### src/hw/rtl/gvna_pkg.sv
// ----------------------------------------------------------------------------
// gvna_pkg: shared constants and types for the grid vertex normal averager
// Field widths, arithmetic widths of the serial datapath and the request and
// result words passed between the top level and the normalizer.
// ----------------------------------------------------------------------------
`default_nettype none
package gvna_pkg;

  localparam int DEF_MAX_ROW = 1024;
  localparam int CFG_W       = 11;
  localparam int GRID_RESET  = 257;
  localparam int POS_W       = 24;
  localparam int DIFF_W      = 25;
  localparam int FACE_W      = 51;
  localparam int SUM_W       = 53;
  localparam int NORM_W      = 16;
  localparam int IDX_W       = 10;

  // normalizer datapath
  localparam int UNIT_W      = 30;
  localparam int SQ_W        = 60;
  localparam int L2_W        = 62;
  localparam int ROOT_W      = 64;
  localparam int ROOT_TOP    = 62;
  localparam int LEN_W       = 31;
  localparam int FRAC_SH     = 14;
  localparam int NUM_W       = 45;
  localparam int QUO_W       = 15;
  localparam int REM_W       = 32;

  typedef logic signed [SUM_W-1:0]  sum_t;
  typedef logic signed [NORM_W-1:0] norm_t;

  typedef struct packed {
    logic start;
    sum_t x;
    sum_t y;
    sum_t z;
  } norm_req_t;

  typedef struct packed {
    logic  done;
    logic  zero;
    norm_t x;
    norm_t y;
    norm_t z;
  } norm_res_t;

  // next lane in x -> y -> z -> x order
  function automatic int nxt3(input int k);
    return (k == 2) ? 0 : k + 1;
  endfunction

endpackage
`default_nettype wire

### src/hw/rtl/gvna_norm.sv
// ----------------------------------------------------------------------------
// gvna_norm: bit-serial vector normalizer
// Scales a summed normal to Q1.14: align shift, serial squares, digit-by-digit
// square root and three restoring dividers, one bit per cycle per lane.
// ----------------------------------------------------------------------------
`default_nettype none
module gvna_norm (
  input  wire                   clk,
  input  wire                   rst_n,
  input  var gvna_pkg::norm_req_t req,
  output gvna_pkg::norm_res_t   res
);

  localparam int SUM_W  = gvna_pkg::SUM_W;
  localparam int UNIT_W = gvna_pkg::UNIT_W;
  localparam int SQ_W   = gvna_pkg::SQ_W;
  localparam int L2_W   = gvna_pkg::L2_W;
  localparam int ROOT_W = gvna_pkg::ROOT_W;
  localparam int LEN_W  = gvna_pkg::LEN_W;
  localparam int NUM_W  = gvna_pkg::NUM_W;
  localparam int QUO_W  = gvna_pkg::QUO_W;
  localparam int REM_W  = gvna_pkg::REM_W;
  localparam int NORM_W = gvna_pkg::NORM_W;
  localparam int TOP_BIT = UNIT_W - 1;
  localparam int FAR_BIT = TOP_BIT + 9;
  localparam int LOW_BIT = TOP_BIT - 8;

  typedef enum logic [2:0] {
    N_IDLE, N_SHIFT, N_SQ, N_ADD1, N_ADD2, N_SQRT, N_DIVLD, N_DIV
  } nstate_t;

  nstate_t              state_r;
  logic [SUM_W-1:0]     u_r   [3];
  logic [2:0]           neg_r;
  logic [SQ_W-1:0]      mc_r  [3];
  logic [UNIT_W-1:0]    mb_r  [3];
  logic [SQ_W-1:0]      q_r   [3];
  logic [4:0]           cnt_r;
  logic [L2_W-1:0]      l2_r;
  logic [ROOT_W-1:0]    x_r;
  logic [ROOT_W-1:0]    root_r;
  logic [ROOT_W-1:0]    bit_r;
  logic [REM_W-1:0]     rem_r [3];
  logic [QUO_W-1:0]     nb_r  [3];
  logic [QUO_W-1:0]     quo_r [3];

  gvna_pkg::sum_t       s_in  [3];
  logic [SUM_W-1:0]     or_v;
  logic [LEN_W-1:0]     len;
  logic [NUM_W-1:0]     num   [3];
  logic [REM_W-1:0]     trial [3];
  logic [2:0]           ge;
  logic [QUO_W-1:0]     quo_n [3];
  logic [ROOT_W-1:0]    root_try;
  gvna_pkg::norm_t      nrm   [3];

  always_comb begin
    s_in[0] = req.x;
    s_in[1] = req.y;
    s_in[2] = req.z;
    or_v = u_r[0] | u_r[1] | u_r[2];
    len = root_r[LEN_W-1:0];
    root_try = root_r + bit_r;
    for (int k = 0; k < 3; k++) begin
      num[k] = (NUM_W'(u_r[k][UNIT_W-1:0]) << gvna_pkg::FRAC_SH) + NUM_W'(len >> 1);
      trial[k] = {rem_r[k][REM_W-2:0], nb_r[k][QUO_W-1]};
      ge[k] = (trial[k] >= REM_W'(len));
      quo_n[k] = {quo_r[k][QUO_W-2:0], ge[k]};
      nrm[k] = neg_r[k] ? NORM_W'(0) - NORM_W'(quo_n[k]) : NORM_W'(quo_n[k]);
    end
  end

  always_ff @(posedge clk) begin
    if (!rst_n) begin
      state_r  <= N_IDLE;
      res.done <= 1'b0;
    end else begin
      res.done <= 1'b0;
      case (state_r)
        N_IDLE: begin
          if (req.start) begin
            for (int k = 0; k < 3; k++) begin
              neg_r[k] <= s_in[k][SUM_W-1];
              u_r[k] <= s_in[k][SUM_W-1] ? $unsigned(-s_in[k]) : $unsigned(s_in[k]);
            end
            if (s_in[0] == '0 && s_in[1] == '0 && s_in[2] == '0) begin
              res.done <= 1'b1;
              res.zero <= 1'b1;
              res.x    <= '0;
              res.y    <= '0;
              res.z    <= '0;
            end else begin
              state_r <= N_SHIFT;
            end
          end
        end
        N_SHIFT: begin
          // align the largest magnitude to bit TOP_BIT
          if (|or_v[SUM_W-1:FAR_BIT]) begin
            for (int k = 0; k < 3; k++) u_r[k] <= u_r[k] >> 8;
          end else if (|or_v[SUM_W-1:TOP_BIT+1]) begin
            for (int k = 0; k < 3; k++) u_r[k] <= u_r[k] >> 1;
          end else if (or_v[SUM_W-1:LOW_BIT] == '0) begin
            for (int k = 0; k < 3; k++) u_r[k] <= u_r[k] << 8;
          end else if (!or_v[TOP_BIT]) begin
            for (int k = 0; k < 3; k++) u_r[k] <= u_r[k] << 1;
          end else begin
            for (int k = 0; k < 3; k++) begin
              mc_r[k] <= SQ_W'(u_r[k][UNIT_W-1:0]);
              mb_r[k] <= u_r[k][UNIT_W-1:0];
              q_r[k]  <= '0;
            end
            cnt_r   <= '0;
            state_r <= N_SQ;
          end
        end
        N_SQ: begin
          for (int k = 0; k < 3; k++) begin
            if (mb_r[k][0]) q_r[k] <= q_r[k] + mc_r[k];
            mc_r[k] <= mc_r[k] << 1;
            mb_r[k] <= mb_r[k] >> 1;
          end
          cnt_r <= cnt_r + 5'd1;
          if (cnt_r == 5'(UNIT_W-1)) state_r <= N_ADD1;
        end
        N_ADD1: begin
          l2_r    <= L2_W'(q_r[0]) + L2_W'(q_r[1]);
          state_r <= N_ADD2;
        end
        N_ADD2: begin
          x_r     <= ROOT_W'(l2_r + L2_W'(q_r[2]));
          root_r  <= '0;
          bit_r   <= ROOT_W'(1) << gvna_pkg::ROOT_TOP;
          state_r <= N_SQRT;
        end
        N_SQRT: begin
          if (bit_r == '0) begin
            state_r <= N_DIVLD;
          end else begin
            if (x_r >= root_try) begin
              x_r    <= x_r - root_try;
              root_r <= (root_r >> 1) + bit_r;
            end else begin
              root_r <= root_r >> 1;
            end
            bit_r <= bit_r >> 2;
          end
        end
        N_DIVLD: begin
          for (int k = 0; k < 3; k++) begin
            rem_r[k] <= REM_W'(num[k] >> QUO_W);
            nb_r[k]  <= num[k][QUO_W-1:0];
            quo_r[k] <= '0;
          end
          cnt_r   <= '0;
          state_r <= N_DIV;
        end
        N_DIV: begin
          for (int k = 0; k < 3; k++) begin
            rem_r[k] <= ge[k] ? trial[k] - REM_W'(len) : trial[k];
            nb_r[k]  <= nb_r[k] << 1;
            quo_r[k] <= quo_n[k];
          end
          cnt_r <= cnt_r + 5'd1;
          if (cnt_r == 5'(QUO_W-1)) begin
            res.done <= 1'b1;
            res.zero <= 1'b0;
            res.x    <= nrm[0];
            res.y    <= nrm[1];
            res.z    <= nrm[2];
            state_r  <= N_IDLE;
          end
        end
        default: state_r <= N_IDLE;
      endcase
    end
  end

endmodule
`default_nettype wire

### config.mk
export PLATFORM = sky130hd
export DESIGN_NAME = gvna_norm
export DESIGN_NICKNAME = d
export VERILOG_FILES = /design/src/hw/rtl/gvna_pkg.sv /design/src/hw/rtl/gvna_norm.sv
export SDC_FILE = /design/constraint.sdc
export NUM_CORES = 2
export LEC_CHECK = 0
export ABC_AREA = 0
export BUFFER_PORTS_ARGS = -buffer_cell sky130_fd_sc_hd__clkbuf_2
export CAP_MARGIN = 15
export CORE_AREA = 2 2 359 361
export DETAILED_ROUTE_END_ITERATION = 16
export DIE_AREA = 0 0 361 363
export GPL_TIMING_DRIVEN = 0
export PLACE_DENSITY = 0.87
export SETUP_SLACK_MARGIN = 0.4
export SYNTH_ARGS = -nofsm -noshare
export SYNTH_HDL_FRONTEND = slang
export SYNTH_SLANG_ARGS = --single-unit
### constraint.sdc
create_clock -name clk -period 31.2 [get_ports clk]
set_clock_uncertainty 0.1 [all_clocks]
set_input_delay 6.24 -clock clk [delete_from_list [all_inputs] [get_ports clk]]
set_output_delay 6.24 -clock clk [all_outputs]
set_load 0.1 [all_outputs]
==> flow_summary_export.csv <==
group,metric,value,unit
run_status,status,"finished, final reports clean",
clocking,clock_sinks,1043,
global_routing,grt_pass1_wl,398000,microns
die,initial_utilization,0.627,
worst_setup_path,critPathMaxStageDelay,0.75,ns
cells_and_area,drive_above_1_share,0.0602,
synthesis,ys_seq_elements,1043,
timing,setup_viol,0,
detailed_routing,drc,0,
synthesis,syn_area,79600,sq um
clocking,htreeDepth,3,
power,pwr-share-comb,0.262,
detailed_routing,via_count,73500,
timing,fin_crit_sh,0.362,
global_routing,gr-total-overflow,0,
timing,min_period,11.31,ns
synthesis,yosysWarnings,0,
place,place_congestion,1.05,
die,die_w,361,microns
die,rows,131,
detailed_routing,drtIter0Drc,10000,
global_routing,grt_max_degree,74,
worst_setup_path,cp_slowest_cell,"nor3b_2",
clocking,clk_pin_slew,0.06,ns
timing,finalSetupTns,0,ns
synthesis,postSynth.asyncResetShare,0,
synthesis,synth_nets,9560,
timing,hold_violations,0,
timing,worst_pin_slew,1.26,ns
clocking,cts_tree,"built",
clocking,post_cts_buffers,0,
power,vdd.ir_drop.worst,0.0000788,V
worst_setup_path,worst-endpoint-required,31.55,ns
worst_setup_path,worstPathArrival,11.66,ns
worst_setup_path,cp-start-kind,"input port",
worst_setup_path,path_class,"in -> reg",
die,num_io_pins,212,
worst_setup_path,end_kind,"flip-flop",
synthesis,yosysTopAreaCell,"edfxtp_1",
timing,slew_headroom,0.157,
detailed_routing,drt-wirelength-per-cell,24.4,microns
clocking,cts_made_buffers,116,
synthesis,synth_sequential_area_ratio,0.393,
worst_setup_path,path_cells,"clkbuf_2, or4_1, nor3_1, nand2_1, or4_1, nor4_1, nand2_1, nor4_1, nand3_2, nor4_4, nor2b_2, nor3b_2, buf_6, buf_6, buf_6",
worst_setup_path,path_max_fanout,14,
cells_and_area,area_delta_synth_final,9.64,%
clocking,clk_latency,0.76,ns
power,pwr-share-seq,0.419,
synthesis,avgSynthCellArea,9.04,sq um
global_routing,grt_pass1_vias,67400,
worst_setup_path,cpMostUsedCell,"buf_6",
die,core-area,127000,sq um
place,dpl_cell_area,83300,sq um
synthesis,synth_edf_count,1039,
clocking,cts_resized,0,
clocking,clk_path_buf_depth,3,
hold_path,hold_path.class,"reg -> reg",
detailed_routing,ant_nets,0,
timing,drv_slew,0,
power,powerDensity,52.2,nW/um^2
global_routing,grt.total_usage,0.392,
cells_and_area,nNetsFinal,9913,
detailed_routing,firstDrtPassIters,9,
power,power.internal,2960,uW
synthesis,netlist_instances,8809,
die,die_area,131000,sq um
run,maxCapViolations,0,
place,dp_hpwl,205000,microns
power,swShare,0.351,
clocking,root_buffer,"clkbuf_16",
detailed_routing,wl,267000,microns
synthesis,synth_flop_cell,"edfxtp_1",
clocking,cts_hold_buf,0,
timing,fmax,88.4,MHz
synthesis,yosysTopAreaCellShare,0.392,
power,p_sw,1600,uW
power,p_clk_frac,0.319,
cells_and_area,fillerInstances,9888,
synthesis,synth_cell_types,102,
synthesis,synth_area_leaders,"edfxtp_1 (39%), ha_1 (9.1%), a21oi_1 (5.1%), nand2_1 (4.7%), xnor2_1 (4.3%)",
timing,rsz0062_at_grt,"false",
cells_and_area,postLayoutCellArea,87300,sq um
global_routing,antenna_found_initial,10,
place,port_buffers,211,
power,power_leakage,0.0338,uW
detailed_routing,avgViaCountPerCell,6.73,
die,die_height,363,microns
## final cells by class
type | instances | area (sq um) | area share
well taps | 1662 | 2080 | 0.0238
multi-input cells | 7067 | 45700 | 0.524
plain buffers | 459 | 1820 | 0.0208
clock buffers | 130 | 3020 | 0.0346
repair buffers | 235 | 1510 | 0.0173
diodes | 4 | 10.0 | 0.000115
inverters | 240 | 901 | 0.0103
flip-flops and latches | 1043 | 31300 | 0.358
clock inverters | 90 | 963 | 0.0110
## per-layer routing
| metal | vias to the layer above | part of all wire | track usage |
|---|---|---|---|
| li1 | 33400 | - | - |
| met1 | 34700 | 0.40 | 0.554 |
| met2 | 4622 | 0.42 | 0.573 |
| met3 | 752 | 0.13 | 0.0786 |
| met4 | 16 | 0.054 | 0.196 |
| met5 | - | 0.00039 | 0 |
## worst max-delay path: cells and delay by family
family,cells,cell delay (ns)
simple gates,11,4.61
buf+inv,4,0.79
## cells in the final DEF (no fill, tap or decap), drive strengths merged, types with 35 or more instances in the layout
master / count
or3: 93
a21boi: 43
o211ai: 36
o21ai: 526
xor2: 363
ha: 577
o22ai: 36
nand2: 1001
o41ai: 35
nand4: 135
a21oi: 815
o21bai: 110
o31ai: 97
and2: 175
edfxtp: 1039
nor3: 140
clkinv: 53
or2: 37
buf: 71
nand2b: 85
a22oi: 50
clkbuf: 752
a31oi: 126
inv: 247
a211oi: 215
nor2: 816
nand3: 164
a21o: 282
o21a: 62
nor4: 59
and3: 115
xnor2: 389
nor2b: 91
## power groups by stage
stage / Sequential, uW / Combinational [uW] / Clock (uW)
floorplan: 1900 / 741 / 0
global placement: 1960 / 1100 / 0
detailed placement: 1920 / 1140 / 0
CTS: 1890 / 1150 / 1450
global route: 1900 / 1280 / 1500
finish: 1910 / 1200 / 1450
## stage by stage
step                cells  power, uW  utilization  setup slack, ns  hold WS, ns
global placement    10700       3050        0.651             6.52        0.397
floorplan            8809       2640            -            11.87        0.391
detailed placement  10700       3060        0.656            19.25        0.405
CTS                 10900       4500        0.687            20.04        0.418
global route        10900       4680        0.687            19.59        0.428
finish              10900       4560        0.687            19.89        0.411
## cell families (layout without fill, tap and decap cells)
family,after synthesis,after routing,synth area share
AO/OA/AOI/OAI,2681,2681,0.214
XOR/XNOR,752,752,0.0827
adder cells (fa/ha/maj),589,589,0.0937
buffers and inverters,699,1154,0.0342
flip-flops,1043,1043,0.393
multiplexers,35,35,0.00443
other,0,4,0
AND/OR/NAND/NOR,3010,3010,0.178
## synthesized netlist by cell type, types with 13 or more instances
library cell,instances
nor2b_1,90
and3_1,115
or4_1,28
o2111ai_1,13
xor2_1,363
xnor2_1,389
a41oi_1,21
nand3_1,163
nor2_1,816
o311ai_0,15
or3_1,81
nor4_1,58
and2_1,173
a21boi_0,39
o31a_1,14
nor3b_1,21
nor3_1,139
o31ai_1,94
a31o_2,28
a22oi_1,50
mux2i_1,33
nand2_1,1001
clkbuf_1,402
o211ai_1,36
nand2b_1,85
o21a_1,62
a21o_1,282
o41ai_1,34
edfxtp_1,1039
inv_1,238
ha_1,577
o22ai_1,36
buf_1,41
o21bai_1,110
and4_1,15
a221oi_1,26
a21oi_1,815
o21ai_0,518
nand4_1,135
a31oi_1,126
a211oi_1,215
a222oi_1,15
or2_2,33
## registers in the layout, summed over array words and instances, names as in the netlist
| name | flops |
|---|---|
| u_r | 159 |
| state_r | 3 |
| rem_r | 93 |
| neg_r | 3 |
| x_r | 64 |
| bit_r | 32 |
| cnt_r | 5 |
| nb_r | 17 |
| mc_r | 180 |
| res | 50 |
| root_r | 64 |
| l2_r | 61 |
| mb_r | 90 |
| quo_r | 42 |
| q_r | 180 |
## path summary, 6_finish.rpt
kind	from	to	slack, ns	cells after the start
setup / recovery	req[10]	res[2]	19.89	15
hold reg to reg	mb_r[0][10]	mb_r[0][9]	0.41	2
hold / removal	mb_r[0][10]	mb_r[0][9]	0.41	2
setup reg to reg	root_r[29]	x_r[58]	21.98	23
(Power assumes the default switching activity.)
